--- src/hw/rtl/assert_macros.svh ---
// Assertion macros included by the allocator top file.
`ifndef ASSERT_MACROS_SVH
`define ASSERT_MACROS_SVH
`ifndef ASSERT_OFF
`define ASSERT_IMPLIES(label, clk, rst, a, b) \
  label: assert property (@(posedge clk) disable iff (rst) (a) |-> (b)) \
    else $error("assertion failed: same-cycle implication");
`define ASSERT_NEXT(label, clk, rst, a, b) \
  label: assert property (@(posedge clk) disable iff (rst) (a) |=> (b)) \
    else $error("assertion failed: next-cycle implication");
`else
`define ASSERT_IMPLIES(label, clk, rst, a, b)
`define ASSERT_NEXT(label, clk, rst, a, b)
`endif
`endif

--- src/hw/rtl/lsra_pkg.sv ---
// Shared constants, codes and control types of the register allocator.
package lsra_pkg;

  localparam int POOL_SIZE     = 12;
  localparam int POSITION_BITS = 16;
  localparam int ID_BITS       = 16;

  localparam int FIELD_W   = 16;  // width of id/start/end input fields
  localparam int OUTCOME_W = 2;
  localparam int INDEX_W   = 4;
  localparam int PHYS_W    = 5;
  localparam int EVICT_W   = 16;

  typedef enum logic [OUTCOME_W-1:0] {
    OUT_FREE  = 2'd0,
    OUT_SPILL = 2'd1,
    OUT_EVICT = 2'd2
  } outcome_t;

  typedef struct packed {
    logic load;    // take input beat, clear/expire slots
    logic search;  // register free pick and first victim stage
    logic commit;  // final victim pick, slot write, result out
  } cmd_t;

  typedef struct packed {
    logic out_busy;  // result register full and not taken this cycle
  } sts_t;

endpackage

--- src/hw/rtl/linear_scan_register_allocator.sv ---
// Linear-scan register allocator. Intervals arrive one beat at a time in order of
// increasing start; each beat yields exactly one result beat telling whether the
// interval got a free register, evicted an active interval, or was spilled. In the
// accepting cycle the block expires/clears the slots; the search step then does the
// free-slot pick and the first level of the largest-end search (groups of four slots),
// and the commit step does the final victim pick, the slot write and the result write.
// The next beat is accepted only after the result is written, so the block does not
// take a new beat while one is in work; a stalled master side holds the block in its
// commit step until the result is taken.
`include "assert_macros.svh"

module linear_scan_register_allocator #(
  parameter int POOL_SIZE     = lsra_pkg::POOL_SIZE,
  parameter int POSITION_BITS = lsra_pkg::POSITION_BITS,
  parameter int ID_BITS       = lsra_pkg::ID_BITS
) (
  input  logic        clk,
  input  logic        rst,
  input  logic        s_tvalid,
  output logic        s_tready,
  input  logic [47:0] s_tdata,   // ival_id[15:0], start_point[31:16], end_point[47:32]
  input  logic [1:0]  s_tuser,   // new_function[0], float_class[1]
  output logic        m_tvalid,
  input  logic        m_tready,
  output logic [31:0] m_tdata,   // register_index[3:0], physical_register[8:4],
                                 // evicted_id[24:9], zero[31:25]
  output logic [1:0]  m_tuser    // outcome[1:0]
);

  lsra_pkg::cmd_t     cmd;
  lsra_pkg::sts_t     sts;
  lsra_pkg::outcome_t outcome;
  logic [lsra_pkg::INDEX_W-1:0] register_index;
  logic [lsra_pkg::PHYS_W-1:0]  physical_register;
  logic [lsra_pkg::EVICT_W-1:0] evicted_id;

  lsra_ctrl u_ctrl (
    .clk      (clk),
    .rst      (rst),
    .in_valid (s_tvalid),
    .in_ready (s_tready),
    .sts      (sts),
    .cmd      (cmd)
  );

  lsra_dp #(
    .POOL_SIZE     (POOL_SIZE),
    .POSITION_BITS (POSITION_BITS),
    .ID_BITS       (ID_BITS)
  ) u_dp (
    .clk               (clk),
    .rst               (rst),
    .cmd               (cmd),
    .sts               (sts),
    .new_function      (s_tuser[0]),
    .ival_id           (s_tdata[15:0]),
    .start_point       (s_tdata[31:16]),
    .end_point         (s_tdata[47:32]),
    .float_class       (s_tuser[1]),
    .out_ready         (m_tready),
    .out_valid         (m_tvalid),
    .outcome           (outcome),
    .register_index    (register_index),
    .physical_register (physical_register),
    .evicted_id        (evicted_id)
  );

  assign m_tdata = {7'd0, evicted_id, physical_register, register_index};
  assign m_tuser = outcome;

  // a spilled interval carries no register and no eviction
  `ASSERT_IMPLIES(a_spill_empty, clk, rst,
    m_tvalid && (outcome == lsra_pkg::OUT_SPILL),
    (register_index == '0) && (physical_register == '0) && (evicted_id == '0))
  `ASSERT_IMPLIES(a_evict_id_zero, clk, rst,
    m_tvalid && (outcome != lsra_pkg::OUT_EVICT), evicted_id == '0)
  // no new beat while one is being worked on
  `ASSERT_NEXT(a_one_at_a_time, clk, rst, s_tvalid && s_tready, !s_tready)
  `ASSERT_IMPLIES(a_commit_slot_free, clk, rst, cmd.commit, !sts.out_busy)

endmodule

--- src/hw/rtl/lsra_ctrl.sv ---
// Sequencer of the register allocator: accept, search, commit.
module lsra_ctrl (
  input  logic           clk,
  input  logic           rst,
  input  logic           in_valid,
  output logic           in_ready,
  input  lsra_pkg::sts_t sts,
  output lsra_pkg::cmd_t cmd
);

  typedef enum logic [1:0] {
    S_IDLE,
    S_SEARCH,
    S_COMMIT
  } state_t;

  state_t state;

  assign in_ready   = (state == S_IDLE);
  assign cmd.load   = (state == S_IDLE) && in_valid;
  assign cmd.search = (state == S_SEARCH);
  assign cmd.commit = (state == S_COMMIT) && !sts.out_busy;

  always_ff @(posedge clk) begin
    if (rst) begin
      state <= S_IDLE;
    end else begin
      unique case (state)
        S_IDLE: begin
          if (in_valid) state <= S_SEARCH;
        end
        S_SEARCH: begin
          state <= S_COMMIT;
        end
        S_COMMIT: begin
          if (!sts.out_busy) state <= S_IDLE;
        end
        default: begin
          state <= S_IDLE;
        end
      endcase
    end
  end

endmodule

--- src/hw/rtl/lsra_dp.sv ---
// Slot file, free/victim search and result register of the allocator.
module lsra_dp #(
  parameter int POOL_SIZE     = lsra_pkg::POOL_SIZE,
  parameter int POSITION_BITS = lsra_pkg::POSITION_BITS,
  parameter int ID_BITS       = lsra_pkg::ID_BITS
) (
  input  logic                              clk,
  input  logic                              rst,
  input  lsra_pkg::cmd_t                    cmd,
  output lsra_pkg::sts_t                    sts,
  input  logic                              new_function,
  input  logic [lsra_pkg::FIELD_W-1:0]      ival_id,
  input  logic [lsra_pkg::FIELD_W-1:0]      start_point,
  input  logic [lsra_pkg::FIELD_W-1:0]      end_point,
  input  logic                              float_class,
  input  logic                              out_ready,
  output logic                              out_valid,
  output lsra_pkg::outcome_t                outcome,
  output logic [lsra_pkg::INDEX_W-1:0]      register_index,
  output logic [lsra_pkg::PHYS_W-1:0]       physical_register,
  output logic [lsra_pkg::EVICT_W-1:0]      evicted_id
);

  localparam int IDX_W = $clog2(POOL_SIZE);
  localparam int GRP   = 4;
  localparam int NG    = (POOL_SIZE + GRP - 1) / GRP;
  localparam int PAD   = NG * GRP;
  localparam int SUM_W = IDX_W + 6;

  // slot file, [class][slot]; class 1 is float
  logic                     slot_valid [2][POOL_SIZE];
  logic [ID_BITS-1:0]       slot_id    [2][POOL_SIZE];
  logic [POSITION_BITS-1:0] slot_end   [2][POOL_SIZE];

  logic [ID_BITS-1:0]       cur_id;
  logic [POSITION_BITS-1:0] cur_end;
  logic                     cur_float;
  logic [POSITION_BITS-1:0] start_in;

  assign start_in = POSITION_BITS'(start_point);

  function automatic logic better(
    input logic                     a_ok,
    input logic [POSITION_BITS-1:0] a_end,
    input logic [ID_BITS-1:0]       a_id,
    input logic                     b_ok,
    input logic [POSITION_BITS-1:0] b_end,
    input logic [ID_BITS-1:0]       b_id
  );
    better = a_ok && (!b_ok || (a_end > b_end) || ((a_end == b_end) && (a_id < b_id)));
  endfunction

  // ---------------- search stage ----------------
  logic [POOL_SIZE-1:0]     free_vec;
  logic                     free_any;
  logic [IDX_W-1:0]         free_idx;
  logic                     cand_ok  [PAD];
  logic [POSITION_BITS-1:0] cand_end [PAD];
  logic [ID_BITS-1:0]       cand_id  [PAD];

  genvar gk, gg;
  for (gk = 0; gk < PAD; gk++) begin : g_cand
    if (gk < POOL_SIZE) begin : g_real
      // slot 0 is not in the integer pool
      assign cand_ok[gk]  = slot_valid[cur_float][gk] && (cur_float || (gk != 0));
      assign cand_end[gk] = slot_end[cur_float][gk];
      assign cand_id[gk]  = slot_id[cur_float][gk];
      assign free_vec[gk] = !slot_valid[cur_float][gk] && (cur_float || (gk != 0));
    end else begin : g_pad
      assign cand_ok[gk]  = 1'b0;
      assign cand_end[gk] = '0;
      assign cand_id[gk]  = '0;
    end
  end

  always_comb begin
    free_idx = '0;
    for (int k = POOL_SIZE - 1; k >= 0; k--) begin
      if (free_vec[k]) free_idx = IDX_W'(k);
    end
  end
  assign free_any = |free_vec;

  logic                     grp_ok_c  [NG];
  logic [POSITION_BITS-1:0] grp_end_c [NG];
  logic [ID_BITS-1:0]       grp_id_c  [NG];
  logic [IDX_W-1:0]         grp_idx_c [NG];

  for (gg = 0; gg < NG; gg++) begin : g_grp
    always_comb begin
      grp_ok_c[gg]  = 1'b0;
      grp_end_c[gg] = '0;
      grp_id_c[gg]  = '0;
      grp_idx_c[gg] = '0;
      // strict compare keeps the lower slot on a full tie
      for (int j = 0; j < GRP; j++) begin
        if (better(cand_ok[gg*GRP+j], cand_end[gg*GRP+j], cand_id[gg*GRP+j],
                   grp_ok_c[gg], grp_end_c[gg], grp_id_c[gg])) begin
          grp_ok_c[gg]  = 1'b1;
          grp_end_c[gg] = cand_end[gg*GRP+j];
          grp_id_c[gg]  = cand_id[gg*GRP+j];
          grp_idx_c[gg] = IDX_W'(gg*GRP+j);
        end
      end
    end
  end

  logic                     grp_ok  [NG];
  logic [POSITION_BITS-1:0] grp_end [NG];
  logic [ID_BITS-1:0]       grp_id  [NG];
  logic [IDX_W-1:0]         grp_idx [NG];
  logic                     free_any_q;
  logic [IDX_W-1:0]         free_idx_q;

  always_ff @(posedge clk) begin
    if (cmd.search) begin
      free_any_q <= free_any;
      free_idx_q <= free_idx;
      for (int g = 0; g < NG; g++) begin
        grp_ok[g]  <= grp_ok_c[g];
        grp_end[g] <= grp_end_c[g];
        grp_id[g]  <= grp_id_c[g];
        grp_idx[g] <= grp_idx_c[g];
      end
    end
  end

  // ---------------- commit stage ----------------
  logic                     vic_ok;
  logic [POSITION_BITS-1:0] vic_end;
  logic [ID_BITS-1:0]       vic_id;
  logic [IDX_W-1:0]         vic_idx;

  always_comb begin
    vic_ok  = 1'b0;
    vic_end = '0;
    vic_id  = '0;
    vic_idx = '0;
    for (int g = 0; g < NG; g++) begin
      if (better(grp_ok[g], grp_end[g], grp_id[g], vic_ok, vic_end, vic_id)) begin
        vic_ok  = 1'b1;
        vic_end = grp_end[g];
        vic_id  = grp_id[g];
        vic_idx = grp_idx[g];
      end
    end
  end

  lsra_pkg::outcome_t   oc;
  logic [IDX_W-1:0]     pick;
  logic                 wr_en;
  logic [ID_BITS-1:0]   ev_id;
  logic [SUM_W-1:0]     phys_sum;

  always_comb begin
    priority if (free_any_q) begin
      oc    = lsra_pkg::OUT_FREE;
      pick  = free_idx_q;
      wr_en = 1'b1;
      ev_id = '0;
    end else if (vic_ok && (vic_end > cur_end)) begin
      oc    = lsra_pkg::OUT_EVICT;
      pick  = vic_idx;
      wr_en = 1'b1;
      ev_id = vic_id;
    end else begin
      oc    = lsra_pkg::OUT_SPILL;
      pick  = '0;
      wr_en = 1'b0;
      ev_id = '0;
    end
    phys_sum = (pick <= IDX_W'(1)) ? (SUM_W'(pick) + SUM_W'(8))
                                   : (SUM_W'(pick) + SUM_W'(16));
  end

  // ---------------- slot file ----------------
  always_ff @(posedge clk) begin
    if (rst) begin
      for (int c = 0; c < 2; c++) begin
        for (int k = 0; k < POOL_SIZE; k++) slot_valid[c][k] <= 1'b0;
      end
    end else if (cmd.load) begin
      // function start clears both classes; otherwise expire ended intervals
      for (int c = 0; c < 2; c++) begin
        for (int k = 0; k < POOL_SIZE; k++) begin
          slot_valid[c][k] <= !new_function && slot_valid[c][k] &&
                              !(slot_end[c][k] < start_in);
        end
      end
    end else if (cmd.commit && wr_en) begin
      slot_valid[cur_float][pick] <= 1'b1;
    end
  end

  always_ff @(posedge clk) begin
    if (cmd.commit && wr_en) begin
      slot_id[cur_float][pick]  <= cur_id;
      slot_end[cur_float][pick] <= cur_end;
    end
  end

  always_ff @(posedge clk) begin
    if (cmd.load) begin
      cur_id    <= ID_BITS'(ival_id);
      cur_end   <= POSITION_BITS'(end_point);
      cur_float <= float_class;
    end
  end

  // ---------------- result register ----------------
  always_ff @(posedge clk) begin
    if (rst) begin
      out_valid <= 1'b0;
    end else if (cmd.commit) begin
      out_valid <= 1'b1;
    end else if (out_ready) begin
      out_valid <= 1'b0;
    end
  end

  always_ff @(posedge clk) begin
    if (cmd.commit) begin
      outcome           <= oc;
      register_index    <= wr_en ? lsra_pkg::INDEX_W'(pick) : '0;
      physical_register <= wr_en ? phys_sum[lsra_pkg::PHYS_W-1:0] : '0;
      evicted_id        <= lsra_pkg::EVICT_W'(ev_id);
    end
  end

  assign sts.out_busy = out_valid && !out_ready;

endmodule

--- config.mk ---
export PLATFORM = sky130hd
export DESIGN_NAME = linear_scan_register_allocator
export DESIGN_NICKNAME = d
export VERILOG_FILES = /design/src/hw/rtl/lsra_pkg.sv /design/src/hw/rtl/linear_scan_register_allocator.sv /design/src/hw/rtl/lsra_ctrl.sv /design/src/hw/rtl/lsra_dp.sv
export VERILOG_INCLUDE_DIRS = /design/src /design/src/hw/rtl
export SDC_FILE = /design/constraint.sdc
export NUM_CORES = 2
export LEC_CHECK = 0
export ABC_AREA = 1
export ABC_CLOCK_PERIOD_IN_PS = 8870
export BUFFER_PORTS_ARGS = -buffer_cell sky130_fd_sc_hd__buf_2
export CORE_MARGIN = 2
export CORE_UTILIZATION = 25
export CTS_CLUSTER_DIAMETER = 100
export DETAILED_ROUTE_END_ITERATION = 10
export SYNTH_ARGS = -nofsm -noshare
export SYNTH_HDL_FRONTEND = slang
export SYNTH_HIERARCHICAL = 1
export SYNTH_SLANG_ARGS = --single-unit
--- constraint.sdc ---
create_clock -name clk -period 8.87 [get_ports clk]
set_input_delay 0.4435 -clock clk [delete_from_list [all_inputs] [get_ports clk]]
set_output_delay 0.4435 -clock clk [all_outputs]
set_load 0.05 [all_outputs]
# ---- Word-level counts from Yosys, hierarchy flattened
# Memories as Yosys holds them, arrays and structs flattened. A register that Yosys moved wholly into a read port is not among the register bits.
# Cells that the tools add are included.
dict set report word_totals {
  wordCells 407
  inputBits 54
  output_inout_bits 36
  ram_bits 903
  reg_bits 68
  mem_count 7
}
# name words width read_ports rd_clocked_by_memory_dff write_ports line_no
set mem_list {}
lappend mem_list {u_dp.slot_end 2 192 3 1 1 lsra_dp.sv:33} ;# logic [POSITION_BITS-1:0] slot_end [2][POOL_SIZE];
lappend mem_list {u_dp.slot_id 2 192 1 1 1 lsra_dp.sv:32} ;# logic [ID_BITS-1:0] slot_id [2][POOL_SIZE];
lappend mem_list {u_dp.grp_end 3 16 3 0 3 lsra_dp.sv:109} ;# logic [POSITION_BITS-1:0] grp_end [NG];
lappend mem_list {u_dp.grp_id 3 16 3 0 3 lsra_dp.sv:110} ;# logic [ID_BITS-1:0] grp_id [NG];
lappend mem_list {u_dp.slot_valid 2 12 3 1 2 lsra_dp.sv:31} ;# logic slot_valid [2][POOL_SIZE];
lappend mem_list {u_dp.grp_idx 3 4 3 0 3 lsra_dp.sv:111} ;# logic [IDX_W-1:0] grp_idx [NG];
lappend mem_list {{+1 memories} - - - - - -}
dict set report classes {
  add_sub_neg 2
  n_reduce_logical 159
  n_eq_ne 15
  mux 127
  order_cmp 50
  bitwise_logic 33
}
# op n
set op_table {}
lappend op_table {{$lt 16x16->1} 35}
lappend op_table {{$mux 16} 31}
lappend op_table {{$gt 16x16->1} 12}
lappend op_table {{$mux 192} 1}
lappend op_table {{$eq 16x16->1} 11}
lappend op_table {{$logic_and 1x1->1} 78}
lappend op_table {{$demux 16 s4} 1}
lappend op_table {{$mux 1} 60}
lappend op_table {{$mux 4} 15}
lappend op_table {{$logic_not 1->1} 50}
lappend op_table {{$mux 12} 3}
lappend op_table {{$mux 3} 8}
lappend op_table {{$or 1x1->1} 24}
lappend op_table {{$reduce_or 12->1} 2}
lappend op_table {{$logic_or 1x1->1} 22}
lappend op_table {{$mux 2} 5}
lappend op_table {{$not 1->1} 8}
lappend op_table {{$reduce_or 8->1} 1}
lappend op_table {{$pmux 2 s3} 1}
lappend op_table {{$add 4x4->5 const B} 1}
lappend op_table {{$add 4x5->5 const B} 1}
lappend op_table {{$ge 5x5->1 const B} 1}
lappend op_table {{$lt 5x1->1 const B} 1}
lappend op_table {{$mux 5} 1}
lappend op_table {{other kinds (11)} 13}

# ---- Longest topological paths before layout
# An unclocked memory read counts as a cell.
dict set report depth {
  word_depth 24
  ltp_mapped 55
}

# ---- By module
# The synthesis kept the hierarchy.
# module instances area_per_inst_um2 cells_per_inst seq_area_each_um2
set modules_own_cells {}
lappend modules_own_cells {lsra_dp 1 55074.1 5610 28897.7}
lappend modules_own_cells {lsra_ctrl 1 98.8 14 40.0}
lappend modules_own_cells {linear_scan_register_allocator 1 56.3 8 0.0}

# ---- Worst setup path before layout
# OpenSTA, ideal clock, no wires.
dict set report synth_timing {
  path_type {reg-to-reg}
  start {memory u_dp.grp_ok[0][0]}
  end {memory u_dp/slot_end[0][100] (netlist name), enable pin}
  period_less_slack_ns 8.144
  path_stages_with_launch 53
  arrival_time_ns 7.723
  setup_slack_ns 0.726
  n_path_buf 6
  cell_sequence {edfxtp_1 buf_4 clkbuf_1 nand2_1 ha_1 nand2_1 inv_1 a221oi_1 nor2_1 o21ai_0 o211ai_1 nand2_1 nand3_1 nand2_1 clkbuf_1 clkbuf_1 nor2_1 a21oi_1 [... 17 more ...] ha_1 inv_1 o21bai_1 a221oi_1 o211ai_1 nand2_1 o2111ai_1 nand2_1 nor2_1 clkbuf_1 nand3_1 nand2_1 inv_1 nor2_1 inv_1 nor2_1 nand2_1 nor2_1}
}
# element line_no
set synth_lines {}
lappend synth_lines {{from (decl)} lsra_dp.sv:108} ;# logic grp_ok [NG];
lappend synth_lines {{to (decl)} lsra_dp.sv:33}

==> impl_metrics.ini <==
[placed_design]
hpwl_um = 123000
placed_area_um2 = 59800
gp_congestion = 0.940
port_buffers = 82
dp_cells = 8618

[logic_synthesis]
synth-seq-area-share_pct = 52.4
ys_ff_latch = 965
syn_area_um2 = 55200
synth_edf_count = 961
synth_area_leader_cell = edfxtp_1
ys_types = 51
syn_inst = 5632
yosysWarnings = 6
synth.area.top_cells = edfxtp_1, ha_1, nand2_1, a21oi_1, o21ai_0
synth_flop_cell = edfxtp_1
synth_top_area_share_pct = 52.3
avgSynthCellArea_um2 = 9.81
async_flop_share_pct = 0

[final_layout]
fin_nets = 6574
seq_area_um2 = 28900
layout-drive-gt1-share_pct = 7.93
multi_input_area_um2 = 24600
nFillCells = 22623
stdcell_count = 8852
utilization_pct = 29.1
final_area_um2 = 63900
area_delta_synth_final_pct = 15.6

[drt]
vias = 43087
wl_um = 175000
antenna_left = 0
drc = 0
drtIter0Drc = 5315
dr.pass1.iters = 6
wire_per_inst_um = 19.8
via_per_inst = 4.87

[critical_path]
critPathMostFrequentCell = nand2_1
arrival_ns = 9.04
required_ns = 9.33
critPathSlowestCell = o21ai_0
critPathMaxStageDelay_ns = 0.71
crit_fanout = 63
critical-path-top-delay-family = simple AND/OR/NAND/NOR gates
r2r_setup_slack_ns = 0.30
crit_buf_inv = 6
worst-setup-path-type = flip-flop to flip-flop
start_kind = flip-flop
end_kind = flip-flop

[clock_network]
cts_sinks = 965
clock_path_buffers = 3
clk_latency_ns = 0.74
clk_pin_slew_worst_paths_ns = 0.06
cts_tree = yes
cts.htree.levels = 3
clockRootBuffer = clkbuf_16
cts_buffers = 104

[floorplan]
dieArea_um2 = 225000
pin_count = 90
rows = 172
start_util_pct = 25.1
core_um2 = 220000
die-height_um = 474
die_w_um = 474

[power_and_ir_drop]
ir_drop_mv = 0.175
p_leak_nw = 26.9
powerDensity_nw_per_um2 = 194

[sta]
rsz0062_at_grt = true
tightest_slew_ns = 1.19
skew_ns = 0.0281
max-slew-margin-rel_pct = 20.5
hold_slack_ns = 0.315
timing.setup.tns_ns = 0
finalMaxSlewViolations = 0
finalCriticalPeriod_ns = 8.57
hold_viol = 0
fmax_mhz = 117
period_share_pct = 96.7
setup_viol = 0

[status]
outcome = finished, final reports clean

[flow_run]
drv_cap = 0

[hold_path]
min_path_type = input port to flip-flop

[global_routing]
grt_max_degree = 137
grt-ovfl-total = 0
track_usage_pct = 15.2
antenna_found_initial = 15
grt_pass1_vias = 41292
grt_pass1_wl_um = 259000
[final timing paths]
path                                       from                     to  cells past startpoint
worst max-delay path                  flip-flop     u_dp/grp_id[0][21]                     41
worst min-delay path                 s_tuser[0]  u_dp/slot_valid[0][5]                      4
worst min register to register  u_ctrl/state[1]        u_ctrl/state[1]                      2
worst max register to register        flip-flop     u_dp/grp_id[0][21]                     41
[cell families after synthesis]
kind of cell	synth area share, %
flip-flops	52.4
multiplexers	0.236
other	0.00679
AND/OR/NAND/NOR	18.9
adder cells (fa/ha/maj)	16.3
buffers and inverters	3.49
AO/OA/AOI/OAI	8.74
[through the flow]
stage	setup slack, ns	power [W]
2_1_floorplan	0.726	0.00700
3_3_place_gp	0.199	0.00783
3_5_place_dp	0.159	0.00789
4_1_cts	0.112	0.0124
5_1_grt	-0.0316	0.0129
6_report	0.296	0.0124
[final cells by class]
| type | instances | share of cell area, % |
|---|---|---|
| Timing Repair Buffer | 258 | 3.17 |
| Clock buffer | 123 | 4.22 |
| Multi-Input combinational cell | 4195 | 38.6 |
| Antenna cell | 3 | 0.0118 |
| Clock inverter | 72 | 1.26 |
| Sequential cell | 965 | 45.3 |
| Tap cell | 2958 | 5.80 |
| Inverter | 278 | 1.65 |
[placed cells by master (no fill, tap or decap), types with 36 or more instances in the layout]
master,count
nand2_1,2108
edfxtp_1,961
ha_1,718
a21oi_1,333
o21ai_0,290
inv_1,262
nand3_1,178
nor2_1,153
buf_4,115
clkbuf_16,105
buf_2,82
nand4_1,62
dlygate4sd3_1,36
[report_power, final]
group	leakage, nW	switching (W)	internal [W]
Clock	1.68	0.00192	0.00262
Combinational	16.4	0.00182	0.000815
Sequential	8.78	0.0000761	0.00516
Total	26.9	0.00381	0.00859
[synthesized netlist by cell type (13+ instances only)]
cell          n
nand2_1    2113
edfxtp_1    961
ha_1        718
a21oi_1     333
o21ai_0     290
inv_1       271
nor2_1      183
nand3_1     178
clkbuf_1    153
nand4_1      62
o221ai_1     34
o211ai_1     32
nor3_1       31
o21a_1       31
a211oi_1     28
a21o_1       18
buf_4        18
a2111oi_0    17
nand3b_1     17
nand2_2      16
a31oi_1      13
buf_1        13
mux2i_1      13
[routing by layer]
| layer | track usage (%) | routed length [um] | up-vias |
|---|---|---|---|
| li1 | - | - | 20112 |
| met1 | 21.5 | 78700 | 20885 |
| met2 | 23.2 | 75400 | 1771 |
| met3 | 2.61 | 14900 | 319 |
| met4 | 5.45 | 6240 | 0 |
| met5 | 0 | 0 | - |
[sequential cells by signal, summed over array words and instances (netlist names), named ones only]
register                flops
u_dp/physical_register      5
u_dp/register_index         1
u_dp/grp_ok                 3
u_dp/slot_valid            24
u_ctrl/state                2
u_dp/grp_id                48
u_dp/free_any_q             1
u_dp/slot_end             384
u_dp/cur_float              1
u_dp/grp_idx                8
u_dp/cur_id                16
u_dp/grp_end               48
u_dp/evicted_id            16
u_dp/cur_end               16
u_dp/outcome                2
u_dp/out_valid              1
u_dp/free_idx_q             4
u_dp/slot_id              384
[worst register-to-register path, delay by kind of cell, from the launching register on]
| family | cells | cell delay [ns] |
|---|---|---|
| AND/OR/NAND/NOR | 22 | 3.03 |
| AO/OA/AOI/OAI | 10 | 2.48 |
| adder cells (fa/ha/maj) | 3 | 1.00 |
| buffers and inverters | 6 | 1.41 |
| flip-flops | 1 | 0.43 |
[what timing repair did]
item	in CTS	in global routing
endpoints found under the setup margin	0	806
hold buffers	36	0
setup buffers	0	0
hold endpoints to repair	37	0
resized for setup	0	40
Note: power is estimated with default switching activity, not from simulation.
